## config.mk

```make
export PLATFORM = sky130hd
export DESIGN_NAME = midi_to_key_event_decoder
export DESIGN_NICKNAME = d
export VERILOG_FILES = /design/src/hdl/mtk_pkg.sv /design/src/hdl/mtk_fifo.sv /design/src/hdl/mtk_front.sv /design/src/hdl/mtk_back.sv /design/src/hdl/midi_to_key_event_decoder.sv
export SDC_FILE = /design/constraint.sdc
export NUM_CORES = 1
export LEC_CHECK = 0
export BUFFER_PORTS_ARGS = -buffer_cell sky130_fd_sc_hd__buf_2
export CAP_MARGIN = 15
export CORE_MARGIN = 10
export CORE_UTILIZATION = 25
export DETAILED_ROUTE_END_ITERATION = 10
export GPL_TIMING_DRIVEN = 0
export PLACE_DENSITY = 0.45
export REMOVE_ABC_BUFFERS = 1
export SLEW_MARGIN = 20
export SYNTH_ARGS = -nofsm -noshare
export SYNTH_HDL_FRONTEND = slang
export SYNTH_HIERARCHICAL = 1
export SYNTH_SLANG_ARGS = --single-unit
export TNS_END_PERCENT = 20
```

## constraint.sdc

```tcl
create_clock -name clk -period 10.55 [get_ports clk]
set_clock_uncertainty 0.1 [all_clocks]
set_input_delay 2.6375 -clock clk [delete_from_list [all_inputs] [get_ports clk]]
set_output_delay 2.6375 -clock clk [all_outputs]
set_load 0.05 [all_outputs]
```

## src/hdl/mtk_pkg.sv

```systemverilog
package mtk_pkg;

  // configuration port
  localparam int CFG_ADDR_W = 3;
  localparam int CFG_DATA_W = 16;

  typedef enum logic [CFG_ADDR_W-1:0] {
    CFG_BUTTON_CHANNEL = 3'd0,
    CFG_NAV_CHANNEL    = 3'd1,
    CFG_JOG_HIGH_CC    = 3'd2,
    CFG_JOG_LOW_CC     = 3'd3,
    CFG_RELEASE_MS     = 3'd4,
    CFG_REVERSE_COUNT  = 3'd5,
    CFG_MIN_STEP       = 3'd6
  } cfg_addr_t;

  typedef struct packed {
    logic [3:0]  button_channel;
    logic [3:0]  nav_channel;
    logic [6:0]  jog_high_cc;
    logic [6:0]  jog_low_cc;
    logic [15:0] release_ms;
    logic [1:0]  reverse_count;
    logic [5:0]  min_step;
  } cfg_t;

  // input operations
  localparam logic OP_MIDI_BYTE = 1'b0;
  localparam logic OP_POLL      = 1'b1;

  // midi status codes
  localparam logic [7:0] ST_SYSEX_START = 8'hF0;
  localparam logic [7:0] ST_SYSEX_END   = 8'hF7;
  localparam logic [3:0] KIND_NOTE_OFF  = 4'h8;
  localparam logic [3:0] KIND_NOTE_ON   = 4'h9;
  localparam logic [3:0] KIND_CTRL      = 4'hB;
  localparam logic [3:0] KIND_PROGRAM   = 4'hC;
  localparam logic [3:0] KIND_PRESSURE  = 4'hD;

  // key codes
  localparam logic [3:0] KEY_ATTACK = 4'd0;
  localparam logic [3:0] KEY_USE    = 4'd1;
  localparam logic [3:0] KEY_RUN    = 4'd2;
  localparam logic [3:0] KEY_DIGIT1 = 4'd3;
  localparam logic [3:0] KEY_DIGIT2 = 4'd4;
  localparam logic [3:0] KEY_DIGIT3 = 4'd5;
  localparam logic [3:0] KEY_DIGIT4 = 4'd6;
  localparam logic [3:0] KEY_UP     = 4'd7;
  localparam logic [3:0] KEY_DOWN   = 4'd8;
  localparam logic [3:0] KEY_BACK   = 4'd9;
  localparam logic [3:0] KEY_SELECT = 4'd10;
  localparam logic [3:0] KEY_LEFT   = 4'd11;
  localparam logic [3:0] KEY_RIGHT  = 4'd12;

  typedef enum logic [1:0] {
    DIR_IDLE  = 2'd0,
    DIR_RIGHT = 2'd1,
    DIR_LEFT  = 2'd2
  } dir_t;

  typedef enum logic [1:0] {
    MSG_NOTE_OFF = 2'd0,
    MSG_NOTE_ON  = 2'd1,
    MSG_CTRL     = 2'd2,
    MSG_POLL     = 2'd3
  } msg_kind_t;

  // classified message from the parser to the event unit
  typedef struct packed {
    msg_kind_t   kind;
    logic [3:0]  channel;
    logic [6:0]  data1;
    logic [6:0]  data2;
    logic [31:0] time_ms;
  } msg_t;

  typedef struct packed {
    logic        operation;
    logic [7:0]  data_byte;
    logic [31:0] time_ms;
  } in_item_t;

  typedef struct packed {
    logic       pressed;
    logic [3:0] key_code;
    logic       last;
  } out_item_t;

endpackage

```

## src/hdl/mtk_fifo.sv

```systemverilog
module mtk_fifo #(
  parameter int WIDTH = 8,
  parameter int DEPTH = 2
) (
  input  logic             clk,
  input  logic             rst_n,
  input  logic             push,
  input  logic [WIDTH-1:0] wdata,
  output logic             full,
  input  logic             pop,
  output logic [WIDTH-1:0] rdata,
  output logic             empty
);

  localparam int AW = (DEPTH > 1) ? $clog2(DEPTH) : 1;
  localparam int CW = $clog2(DEPTH + 1);

  logic [WIDTH-1:0] mem_r [DEPTH];
  logic [AW-1:0]    wr_ptr_r, rd_ptr_r;
  logic [CW-1:0]    count_r;
  logic             push_ok, pop_ok;

  assign full    = (count_r == CW'(DEPTH));
  assign empty   = (count_r == '0);
  assign push_ok = push & ~full;
  assign pop_ok  = pop & ~empty;
  assign rdata   = mem_r[rd_ptr_r];

  // pointers and fill count
  always_ff @(posedge clk) begin
    if (!rst_n) begin
      wr_ptr_r <= '0;
      rd_ptr_r <= '0;
      count_r  <= '0;
    end else begin
      if (push_ok) begin
        wr_ptr_r <= (wr_ptr_r == AW'(DEPTH - 1)) ? '0 : wr_ptr_r + 1'b1;
      end
      if (pop_ok) begin
        rd_ptr_r <= (rd_ptr_r == AW'(DEPTH - 1)) ? '0 : rd_ptr_r + 1'b1;
      end
      if (push_ok && !pop_ok) begin
        count_r <= count_r + 1'b1;
      end else if (pop_ok && !push_ok) begin
        count_r <= count_r - 1'b1;
      end
    end
  end

  // storage
  always_ff @(posedge clk) begin
    if (push_ok) begin
      mem_r[wr_ptr_r] <= wdata;
    end
  end

endmodule

```

## src/hdl/mtk_front.sv

```systemverilog
module mtk_front (
  input  logic              clk,
  input  logic              rst_n,
  input  logic              in_push,
  input  mtk_pkg::in_item_t in_item,
  output logic              in_full,
  input  logic              msg_full,
  output logic              msg_push,
  output mtk_pkg::msg_t     msg
);

  import mtk_pkg::*;

  logic [7:0] running_status_r, running_status_nxt;
  logic       in_sysex_r, in_sysex_nxt;
  logic [1:0] data_count_r, data_count_nxt;
  logic [6:0] first_data_r, first_data_nxt;
  logic       accept;
  logic [7:0] b;
  logic [3:0] kind;
  logic       need_one;

  assign in_full = msg_full;
  assign accept  = in_push & ~msg_full;
  assign b       = in_item.data_byte;
  assign kind    = running_status_r[7:4];
  assign need_one = (kind == KIND_PROGRAM) || (kind == KIND_PRESSURE);

  // byte parser: running status, sysex skip, data byte count
  always_comb begin
    running_status_nxt = running_status_r;
    in_sysex_nxt       = in_sysex_r;
    data_count_nxt     = data_count_r;
    first_data_nxt     = first_data_r;
    msg_push           = 1'b0;
    msg.kind           = MSG_POLL;
    msg.channel        = running_status_r[3:0];
    msg.data1          = first_data_r;
    msg.data2          = b[6:0];
    msg.time_ms        = in_item.time_ms;
    if (accept) begin
      if (in_item.operation == OP_POLL) begin
        msg_push = 1'b1;
      end else if (b[7]) begin
        if (b < ST_SYSEX_START) begin
          running_status_nxt = b;
          data_count_nxt     = 2'd0;
        end else if (b == ST_SYSEX_START) begin
          in_sysex_nxt = 1'b1;
        end else if (b == ST_SYSEX_END) begin
          in_sysex_nxt = 1'b0;
        end
      end else if (!in_sysex_r) begin
        if (!need_one && data_count_r == 2'd0) begin
          first_data_nxt = b[6:0];
          data_count_nxt = 2'd1;
        end else begin
          if (need_one) begin
            first_data_nxt = b[6:0];
          end
          data_count_nxt = 2'd0;
          // only notes and controllers lead anywhere
          if (kind == KIND_NOTE_OFF || (kind == KIND_NOTE_ON && b == 8'd0)) begin
            msg_push = 1'b1;
            msg.kind = MSG_NOTE_OFF;
          end else if (kind == KIND_NOTE_ON) begin
            msg_push = 1'b1;
            msg.kind = MSG_NOTE_ON;
          end else if (kind == KIND_CTRL) begin
            msg_push = 1'b1;
            msg.kind = MSG_CTRL;
          end
        end
      end
    end
  end

  always_ff @(posedge clk) begin
    if (!rst_n) begin
      running_status_r <= '0;
      in_sysex_r       <= 1'b0;
      data_count_r     <= '0;
      first_data_r     <= '0;
    end else begin
      running_status_r <= running_status_nxt;
      in_sysex_r       <= in_sysex_nxt;
      data_count_r     <= data_count_nxt;
      first_data_r     <= first_data_nxt;
    end
  end

endmodule

```

## src/hdl/mtk_back.sv

```systemverilog
module mtk_back (
  input  logic               clk,
  input  logic               rst_n,
  input  mtk_pkg::cfg_t      cfg,
  input  logic               msg_empty,
  input  mtk_pkg::msg_t      msg,
  output logic               msg_pop,
  input  logic               res_full,
  output logic               res_push,
  output mtk_pkg::out_item_t res
);

  import mtk_pkg::*;

  // note number to key code, msb is the hit flag
  function automatic logic [4:0] note_key(input logic [3:0] ch, input logic [6:0] note,
                                          input cfg_t c);
    logic [4:0] k;
    k = 5'd0;
    if (ch == c.button_channel) begin
      case (note)
        7'd10:   k = {1'b1, KEY_ATTACK};
        7'd9:    k = {1'b1, KEY_USE};
        7'd8:    k = {1'b1, KEY_RUN};
        7'd15:   k = {1'b1, KEY_DIGIT1};
        7'd16:   k = {1'b1, KEY_DIGIT2};
        7'd17:   k = {1'b1, KEY_DIGIT3};
        7'd18:   k = {1'b1, KEY_DIGIT4};
        default: k = k;
      endcase
    end
    if (ch == c.nav_channel) begin
      case (note)
        7'd4:    k = {1'b1, KEY_UP};
        7'd3:    k = {1'b1, KEY_DOWN};
        7'd7:    k = {1'b1, KEY_BACK};
        7'd6:    k = {1'b1, KEY_SELECT};
        default: k = k;
      endcase
    end
    return k;
  endfunction

  // jog state
  logic [6:0]  pend_high_r, pend_high_nxt;
  logic        pend_high_ok_r, pend_high_ok_nxt;
  logic [6:0]  pend_low_r, pend_low_nxt;
  logic        pend_low_ok_r, pend_low_ok_nxt;
  logic [6:0]  last_high_r, last_high_nxt;
  logic        last_high_ok_r, last_high_ok_nxt;
  logic [13:0] prev_pos_r, prev_pos_nxt;
  logic        prev_ok_r, prev_ok_nxt;
  logic [31:0] last_move_r, last_move_nxt;
  dir_t        dir_r, dir_nxt;
  logic [2:0]  streak_r, streak_nxt;
  logic        step_r;

  logic [1:0]         ev_n;
  logic [4:0]         ev0, ev1;
  logic [4:0]         nk;
  logic               is_hi, is_lo;
  logic [6:0]         hi;
  logic [13:0]        cur;
  logic signed [15:0] raw, adj, neg_min;
  logic [2:0]         streak_inc;
  logic               reverse;
  logic [31:0]        elapsed;
  logic               commit;

  assign streak_inc = streak_r + 3'd1;
  assign reverse    = (streak_inc >= {1'b0, cfg.reverse_count});
  assign elapsed    = msg.time_ms - last_move_r;
  assign neg_min    = -$signed({10'b0, cfg.min_step});

  // events and next jog state for the message at the head of the queue
  always_comb begin
    ev_n             = 2'd0;
    ev0              = '0;
    ev1              = '0;
    nk               = note_key(msg.channel, msg.data1, cfg);
    is_hi            = (msg.channel == cfg.button_channel) && (msg.data1 == cfg.jog_high_cc);
    is_lo            = (msg.channel == cfg.button_channel) && !is_hi &&
                       (msg.data1 == cfg.jog_low_cc);
    pend_high_nxt    = pend_high_r;
    pend_high_ok_nxt = pend_high_ok_r;
    pend_low_nxt     = pend_low_r;
    pend_low_ok_nxt  = pend_low_ok_r;
    last_high_nxt    = last_high_r;
    last_high_ok_nxt = last_high_ok_r;
    prev_pos_nxt     = prev_pos_r;
    prev_ok_nxt      = prev_ok_r;
    last_move_nxt    = last_move_r;
    dir_nxt          = dir_r;
    streak_nxt       = streak_r;
    hi               = '0;
    cur              = '0;
    raw              = '0;
    adj              = '0;
    case (msg.kind)
      MSG_NOTE_OFF: begin
        if (nk[4]) begin
          ev_n = 2'd1;
          ev0  = {1'b0, nk[3:0]};
        end
      end
      MSG_NOTE_ON: begin
        if (nk[4]) begin
          ev_n = 2'd1;
          ev0  = {1'b1, nk[3:0]};
        end
      end
      MSG_CTRL: begin
        if (is_hi) begin
          pend_high_nxt    = msg.data2;
          pend_high_ok_nxt = 1'b1;
          last_high_nxt    = msg.data2;
          last_high_ok_nxt = 1'b1;
        end else if (is_lo) begin
          pend_low_nxt    = msg.data2;
          pend_low_ok_nxt = 1'b1;
        end
        hi = pend_high_ok_nxt ? pend_high_nxt : last_high_nxt;
        if ((is_hi || is_lo) && (pend_high_ok_nxt || last_high_ok_nxt) && pend_low_ok_nxt) begin
          cur = {hi, pend_low_nxt};
          raw = $signed({2'b0, cur}) - $signed({2'b0, prev_pos_r});
          if (raw > 16'sd8192) begin
            adj = raw - 16'sd16384;
          end else if (raw < -16'sd8192) begin
            adj = raw + 16'sd16384;
          end else begin
            adj = raw;
          end
          if (prev_ok_r && cur != prev_pos_r) begin
            if (adj[15]) begin
              if (dir_r == DIR_RIGHT) begin
                streak_nxt = streak_inc;
                if (reverse) begin
                  ev_n       = 2'd2;
                  ev0        = {1'b0, KEY_RIGHT};
                  ev1        = {1'b1, KEY_LEFT};
                  dir_nxt    = DIR_LEFT;
                  streak_nxt = '0;
                end
              end else if (dir_r == DIR_IDLE && adj <= neg_min) begin
                ev_n       = 2'd1;
                ev0        = {1'b1, KEY_LEFT};
                dir_nxt    = DIR_LEFT;
                streak_nxt = '0;
              end
            end else begin
              if (dir_r == DIR_LEFT) begin
                streak_nxt = streak_inc;
                if (reverse) begin
                  ev_n       = 2'd2;
                  ev0        = {1'b0, KEY_LEFT};
                  ev1        = {1'b1, KEY_RIGHT};
                  dir_nxt    = DIR_RIGHT;
                  streak_nxt = '0;
                end
              end else if (dir_r == DIR_IDLE && adj >= -neg_min) begin
                ev_n       = 2'd1;
                ev0        = {1'b1, KEY_RIGHT};
                dir_nxt    = DIR_RIGHT;
                streak_nxt = '0;
              end
            end
            last_move_nxt = msg.time_ms;
          end
          prev_pos_nxt     = cur;
          prev_ok_nxt      = 1'b1;
          pend_high_ok_nxt = 1'b0;
          pend_low_ok_nxt  = 1'b0;
        end
      end
      MSG_POLL: begin
        if (dir_r != DIR_IDLE && elapsed > {16'b0, cfg.release_ms}) begin
          ev_n    = 2'd1;
          ev0     = {1'b0, (dir_r == DIR_RIGHT) ? KEY_RIGHT : KEY_LEFT};
          dir_nxt = DIR_IDLE;
        end
      end
      default: ev_n = 2'd0;
    endcase
  end

  // one event a cycle unless res_full; pop with final event or if none
  always_comb begin
    res_push = 1'b0;
    msg_pop  = 1'b0;
    res      = {(step_r ? ev1 : ev0), (step_r || ev_n == 2'd1)};
    if (!msg_empty) begin
      if (ev_n == 2'd0) begin
        msg_pop = 1'b1;
      end else if (!res_full) begin
        res_push = 1'b1;
        msg_pop  = step_r || (ev_n == 2'd1);
      end
    end
  end

  assign commit = msg_pop;

  always_ff @(posedge clk) begin
    if (!rst_n) begin
      step_r         <= 1'b0;
      pend_high_ok_r <= 1'b0;
      pend_low_ok_r  <= 1'b0;
      last_high_ok_r <= 1'b0;
      prev_ok_r      <= 1'b0;
      last_move_r    <= '0;
      dir_r          <= DIR_IDLE;
      streak_r       <= '0;
    end else begin
      if (commit) begin
        step_r         <= 1'b0;
        pend_high_ok_r <= pend_high_ok_nxt;
        pend_low_ok_r  <= pend_low_ok_nxt;
        last_high_ok_r <= last_high_ok_nxt;
        prev_ok_r      <= prev_ok_nxt;
        last_move_r    <= last_move_nxt;
        dir_r          <= dir_nxt;
        streak_r       <= streak_nxt;
      end else if (res_push) begin
        step_r <= 1'b1;
      end
    end
  end

  // jog payload, qualified by the valid flags
  always_ff @(posedge clk) begin
    if (commit) begin
      pend_high_r <= pend_high_nxt;
      pend_low_r  <= pend_low_nxt;
      last_high_r <= last_high_nxt;
      prev_pos_r  <= prev_pos_nxt;
    end
  end

endmodule

```

## src/hdl/midi_to_key_event_decoder.sv

```systemverilog
// MIDI to key event decoder. Items are MIDI bytes or poll ticks, each with a
// millisecond timestamp; results are key press and release items, at most
// two per input item, the final one of each input marked by last. A byte
// parser takes one item per clock while the message queue is not full and
// places notes, controller messages and polls into a small message queue;
// an event unit drains it, writing one result per clock into the result
// queue while that queue is not full. A jog reversal (release plus press)
// writes its two results in turn through the result queue's single write
// port. After reset the block accepts items at once; configuration writes
// take effect on the next clock.
module midi_to_key_event_decoder #(
  parameter int MSG_DEPTH = 2,
  parameter int RES_DEPTH = 2
) (
  input  logic                                clk,
  input  logic                                rst_n,
  input  logic                                in_push,
  input  mtk_pkg::in_item_t                   in_item,
  output logic                                in_full,
  output logic                                out_empty,
  input  logic                                out_pop,
  output mtk_pkg::out_item_t                  out_item,
  input  logic                                cfg_wr_en,
  input  logic [mtk_pkg::CFG_ADDR_W-1:0]      cfg_index,
  input  logic [mtk_pkg::CFG_DATA_W-1:0]      cfg_data
);

  import mtk_pkg::*;

  localparam int MSG_W = $bits(msg_t);
  localparam int RES_W = $bits(out_item_t);

  cfg_t      cfg_r;
  msg_t      msg_in, msg_head;
  logic      msg_push, msg_full, msg_pop, msg_empty;
  out_item_t res;
  logic      res_push, res_full;

  // configuration registers
  always_ff @(posedge clk) begin
    if (!rst_n) begin
      cfg_r.button_channel <= 4'd2;
      cfg_r.nav_channel    <= 4'd15;
      cfg_r.jog_high_cc    <= 7'd55;
      cfg_r.jog_low_cc     <= 7'd77;
      cfg_r.release_ms     <= 16'd80;
      cfg_r.reverse_count  <= 2'd3;
      cfg_r.min_step       <= 6'd2;
    end else if (cfg_wr_en) begin
      case (cfg_index)
        CFG_BUTTON_CHANNEL: cfg_r.button_channel <= cfg_data[3:0];
        CFG_NAV_CHANNEL:    cfg_r.nav_channel    <= cfg_data[3:0];
        CFG_JOG_HIGH_CC:    cfg_r.jog_high_cc    <= cfg_data[6:0];
        CFG_JOG_LOW_CC:     cfg_r.jog_low_cc     <= cfg_data[6:0];
        CFG_RELEASE_MS:     cfg_r.release_ms     <= cfg_data[15:0];
        CFG_REVERSE_COUNT:  cfg_r.reverse_count  <= cfg_data[1:0];
        CFG_MIN_STEP:       cfg_r.min_step       <= cfg_data[5:0];
        default:            cfg_r                <= cfg_r;
      endcase
    end
  end

  // byte parser
  mtk_front u_front (
    .clk      (clk),
    .rst_n    (rst_n),
    .in_push  (in_push),
    .in_item  (in_item),
    .in_full  (in_full),
    .msg_full (msg_full),
    .msg_push (msg_push),
    .msg      (msg_in)
  );

  // message queue between parser and event unit
  mtk_fifo #(
    .WIDTH (MSG_W),
    .DEPTH (MSG_DEPTH)
  ) u_msg_q (
    .clk   (clk),
    .rst_n (rst_n),
    .push  (msg_push),
    .wdata (msg_in),
    .full  (msg_full),
    .pop   (msg_pop),
    .rdata (msg_head),
    .empty (msg_empty)
  );

  // event unit
  mtk_back u_back (
    .clk       (clk),
    .rst_n     (rst_n),
    .cfg       (cfg_r),
    .msg_empty (msg_empty),
    .msg       (msg_head),
    .msg_pop   (msg_pop),
    .res_full  (res_full),
    .res_push  (res_push),
    .res       (res)
  );

  // result queue
  mtk_fifo #(
    .WIDTH (RES_W),
    .DEPTH (RES_DEPTH)
  ) u_res_q (
    .clk   (clk),
    .rst_n (rst_n),
    .push  (res_push),
    .wdata (res),
    .full  (res_full),
    .pop   (out_pop),
    .rdata (out_item),
    .empty (out_empty)
  );

endmodule

```

Word-level counts from Yosys, hierarchy flattened --
Memory sizes are Yosys's and may differ from the RTL's. A register that Yosys moved wholly into a read port is not among the register bits. Index checks and enable logic that the tools add are counted.
Storage, ports and cells: register bits 149, bits in latches 0, bits in writable memories 116, bits in read-only memories 0, logic and storage cells 295, memories kept 2
Operators by class: $add $sub $neg 15, multiply operators 0, div/mod/pow operators 0, $lt $le $gt $ge 7, eq/ne operators 47, shift-type cells 0, mux-type cells 122, bitwise gates (word level) 14, reductions and logical operators 59
Memory list:
- u_msg_q.mem_r | depth 2, bits a word 52, rd ports 1, clocked after Yosys merged registers in 1, write ports 1, line mtk_fifo.sv:18 | logic [WIDTH-1:0] mem_r [DEPTH];
- u_res_q.mem_r | depth 2, bits a word 6, rd ports 1, clocked after Yosys merged registers in 1, write ports 1, line mtk_fifo.sv:18
Operators with widths (number):
- 5-bit 2-to-1 mux | 19
- 7-bit 2-to-1 mux | 10
- 16-bit 2-to-1 mux | 4
- 2-bit 2-to-1 mux | 30
- 1-bit 2-to-1 mux | 43
- 5-bit case mux with 4 select lines | 2
- 5-bit case mux with 7 select lines | 1
- 32-bit by 16-bit > comparator with 1-bit output | 1
- 32-bit subtractor | 1
- 7-bit by 4-bit == test with 1-bit output (second input constant) | 4
- 7-bit by 3-bit == test with 1-bit output (second input constant) | 3
- 7-bit by 5-bit == test with 1-bit output (second input constant) | 3
- 3-bit 2-to-1 mux | 7
- 4-bit == test (second input constant) | 5
- 16-bit adder (second input constant) | 1
- 8-bit == test (second input constant) | 2
- 16-bit greater-or-equal comparator | 1
- 16-bit by 15-bit > comparator with 1-bit output (second input constant) | 1
- 16-bit <= comparator | 1
- 16-bit by 14-bit less-than comparator with 1-bit output (second input constant) | 1
- 4-bit 2-to-1 mux | 4
- 16-bit negator | 1
- 6-bit negator with 16-bit output | 1
- 2-bit AND reduction | 8
- other kinds (42) | 110

Longest topological paths before layout --
depth in word-level cells 31, depth in mapped cells 34, gate-level depth less buffers 31

Modules after synthesis --
Netlist, hierarchy kept.
By module, submodules not included:
- mtk_back | times used 1, cells each 1039, area each 8194.1 um2, seq. area each 1891.8 um2
- mtk_fifo at u_msg_q | times used 1, cells each 187, area each 3985.1 um2, seq. area each 3223.1 um2
- midi_to_key_event_decoder | times used 1, cells each 187, area each 1926.8 um2, seq. area each 920.9 um2
- mtk_front | times used 1, cells each 133, area each 1139.8 um2, seq. area each 340.3 um2
- mtk_fifo at u_res_q | times used 1, cells each 44, area each 665.6 um2, seq. area each 460.4 um2

Worst setup path before layout --
Ideal clock, no wire load.
kind register to register, start point reg (tool-made name), end point reg u_back.last_high_r[0] (enable), library setup time 0.408 ns, arrival time 8.190 ns, data required time 10.042 ns, path slack 1.852 ns, stages on the path, launching flop included 29, path buffers 3, period minus slack after synthesis 8.698 ns, cells stage by stage dfxtp_1 buf_2 buf_4 mux2_2 buf_2 xor2_1 nor4_1 or3_1 inv_1 nand2_1 mux2i_1 ha_1 inv_1 fa_1 a211oi_4 or4b_1 nand4_1 or4_1 or4_4 o31ai_4 inv_1 ha_1 nand4_1 nor3_1 a21oi_1 nor4_1 a221oi_4 a311o_2 a21oi_1
RTL lines:
- end signal, assigned | line mtk_back.sv:234 | last_high_r <= last_high_nxt;
- end, declared | line mtk_back.sv:49 | logic [6:0] last_high_r, last_high_nxt;

==> impl_metrics.ini <==
[placement]
gp_congestion = 0.843
hpwl_mm = 29.5
port-buffer-count = 72
dp_slack_ps = 548

[power]
power_density_nw_per_um2 = 185
peakVddDrop_mv = 0.109
p_leak_nw = 6.47

[grt]
grt-ovfl-total = 0
grt_pass1_vias = 11506
antenna_found_initial = 1
grt_util_all_layers = 0.104
grt_pass1_wl_mm = 63.2
grt_max_degree = 142

[timing]
finalWorstSetupSlack_ps = 624
post-route-period-util = 0.941
rsz0062_at_grt = no
maxSlewHeadroom = 0.263
finalCriticalPeriod_ps = 9930
finalHoldViolations = 0
setup_viol = 0
tightest_slew_ps = 1100
max_freq_mhz = 101
maxSlewViolCount = 0

[routing]
viasPerCell = 4.59
wl_mm = 39.2
dr.pass1.iters = 4
num_vias = 11321
drt-wirelength-per-cell_um = 15.9
ant_nets = 0
drcViolationCount = 0
dr.first_iter.drc_count = 538

[floorplan]
core-area_sq_um = 63100
die_w_um = 272
rows = 92
start_util = 0.252
io_pins = 73
die_area_sq_um = 74100
die_y_um = 272

[synth]
synth_top_cell_area_share = 0.285
syn_inst = 1590
async_flop_share = 0
yosysWarnings = 6
synth_cell_types = 93
synth_area_leaders = edfxtp_1, dfxtp_1, ha_1, mux2i_1, nand2_1
ys_ff_latch = 266
synth_ff_type = edfxtp_1
syn_area_sq_um = 15900
synth.avg_cell_area_sq_um = 10.0
yosysSeqAreaShare = 0.430
synth-edff-count = 151
synth_area_leader_cell = edfxtp_1

[worst_hold_path]
min_delay_path_depth = 2
min_path_type = reg -> reg

[worst_setup_path]
crit_type = reg -> reg
critPathLaunchType = flip-flop
slowest_delay_ps = 790
rr_worst_depth = 30
worstReg2RegEnd = u_res_q/count_r[1]
endpoint_kind = flip-flop
critical_path.endpoint = u_res_q/count_r[1]
regToRegSetupSlack_ps = 620
path_max_fanout = 37
crit_arrival_ps = 10320
crit_top_cell = inv_1
slowest_stage = a2111oi_0
worstPathRequired_ps = 10940

[run_status]
status = complete, no violations

[clocking]
ctsHoldBuffers = 0
clk_latency_ps = 560
post_cts_buffers = 0
numClockSinks = 266
clockBufferDepth = 3
ctsResizeCount = 0
h-tree-depth = 1
cts.clk_slew.worst_paths_ps = 60
cts-root-buf = clkbuf_16
cts_tree = done
numCtsBuffers = 30

[final_layout]
final_util = 0.284
fill_cells = 6726
post_route_cells_drive_above_1_share = 0.141
seq_area_sq_um = 6840
layout_commonest_cell = nand2_1
synthToLayoutAreaGrowth_pct = 12.6
fin_nets = 1761
mostFrequentLayoutCells = nand2_1, edfxtp_1, dfxtp_1
multi_input_area_sq_um = 8030

[flow_run]
maxCapViolCount = 0
-- state kept, by name (all words and copies together) (netlist names), 2 cells and up, named ones only --
name	count
u_back/last_move_r	32
u_back/last_high_r	7
u_back/prev_pos_r	14
u_res_q/count_r	2
cfg_r	46
u_msg_q/mem_r	104
u_msg_q/count_r	2
u_back/streak_r	3
u_front/running_status_r	8
u_front/first_data_r	7
u_back/dir_r	2
u_back/pend_low_r	7
u_res_q/mem_r	12
u_back/pend_high_r	7
-- layout make-up --
class                      count  area share
tap                          846      0.0591
clock inverter                 8     0.00545
clock buffer                  48      0.0520
inverter                     105      0.0220
multi-input combinational   1112       0.448
timing repair buffer          81      0.0311
antenna                        1    0.000140
sequential                   266       0.382
-- report_power, final --
part / internal (W) / leakage, nW / total, W / switching (W)
logic: 0.000423 / 3.69 / 0.00106 / 0.000632
clock network: 0.000652 / 0.498 / 0.00107 / 0.000415
registers: 0.00116 / 2.28 / 0.00120 / 0.0000337
-- worst min-delay path by stage --
stage / end / slack, ps / from
after floorplan: u_msg_q/mem_r[0][46] / 320 / u_front/running_status_r[0]
after global placement: u_msg_q/mem_r[1][40] / 330 / u_front/first_data_r[1]
after detailed placement: u_back/streak_r[2] / 340 / u_back/streak_r[2]
after CTS: u_back/streak_r[2] / 350 / u_back/streak_r[2]
after global routing: u_msg_q/mem_r[0][43] / 370 / u_front/first_data_r[4]
final: u_back/streak_r[2] / 350 / u_back/streak_r[2]
-- cells in the mapped netlist (4+ instances only) --
cell and count:
o21ai_0 56, or2_2 7, a21o_1 25, a22oi_1 6, o32ai_1 5, ha_1 98, nand2b_1 20, nand4b_1 4
mux2_2 66, a211oi_1 5, nor2b_1 29, xor2_1 25, buf_4 50, nor3b_1 4, o211a_1 4, and3_1 8
a2111oi_0 7, nand3_1 29, o21a_1 14, xnor2_1 39, dfxtp_1 115, a21boi_0 7, o2111ai_1 5, clkbuf_1 36
nor3_1 24, mux2i_1 101, nor4_1 17, a31oi_1 7, nand4_1 22, and2_1 9, buf_12 4, o22ai_1 4
buf_2 12, edfxtp_1 151, a21oi_1 73, inv_1 103, nor2_1 69, or3_1 6, o211ai_1 11, nand2_1 224
o21ai_1 5
-- per-layer routing --
layer / vias to the layer above / GRT usage / share of wire
met3: 61 / 0.0150 / 0.029
met5: - / 0 / 0
li1: 5693 / - / -
met1: 5414 / 0.132 / 0.46
met2: 153 / 0.181 / 0.48
met4: 0 / 0.0313 / 0.023
-- worst max-delay path, delay by kind of cell, from the launching register on --
family                   cells  cell delay (ps)
buffers and inverters        5              750
XOR/XNOR                     1              200
AND/OR/NAND/NOR             11             3360
AO/OA/AOI/OAI                7             2910
multiplexers                 2              810
flip-flops                   1              520
adder cells (fa/ha/maj)      4             1170
-- cells by family (layout without fill, tap and decap cells) --
kind of cell	count (synthesis)	after routing	share of synthesized area
buf+inv	212	242	0.0679
simple gates	500	500	0.155
mux	167	167	0.110
fa+ha+maj	100	100	0.0796
xor+xnor	64	64	0.0352
compound gates	281	281	0.122
other cells	0	1	0
flops	266	266	0.430
-- stage by stage --
stage	instance area, sq um	setup TNS, ps	hold WS [ps]	power, W	instances
detailed placement	16900	0	340	0.00228	2410
global placement	16600	-178340	330	0.00225	2401
global route	17900	0	369	0.00353	2467
floorplan	15200	0	319	0.00196	1483
CTS	17900	0	350	0.00338	2466
finish	17900	0	345	0.00332	2467
Power figures use the tool's default switching activity.
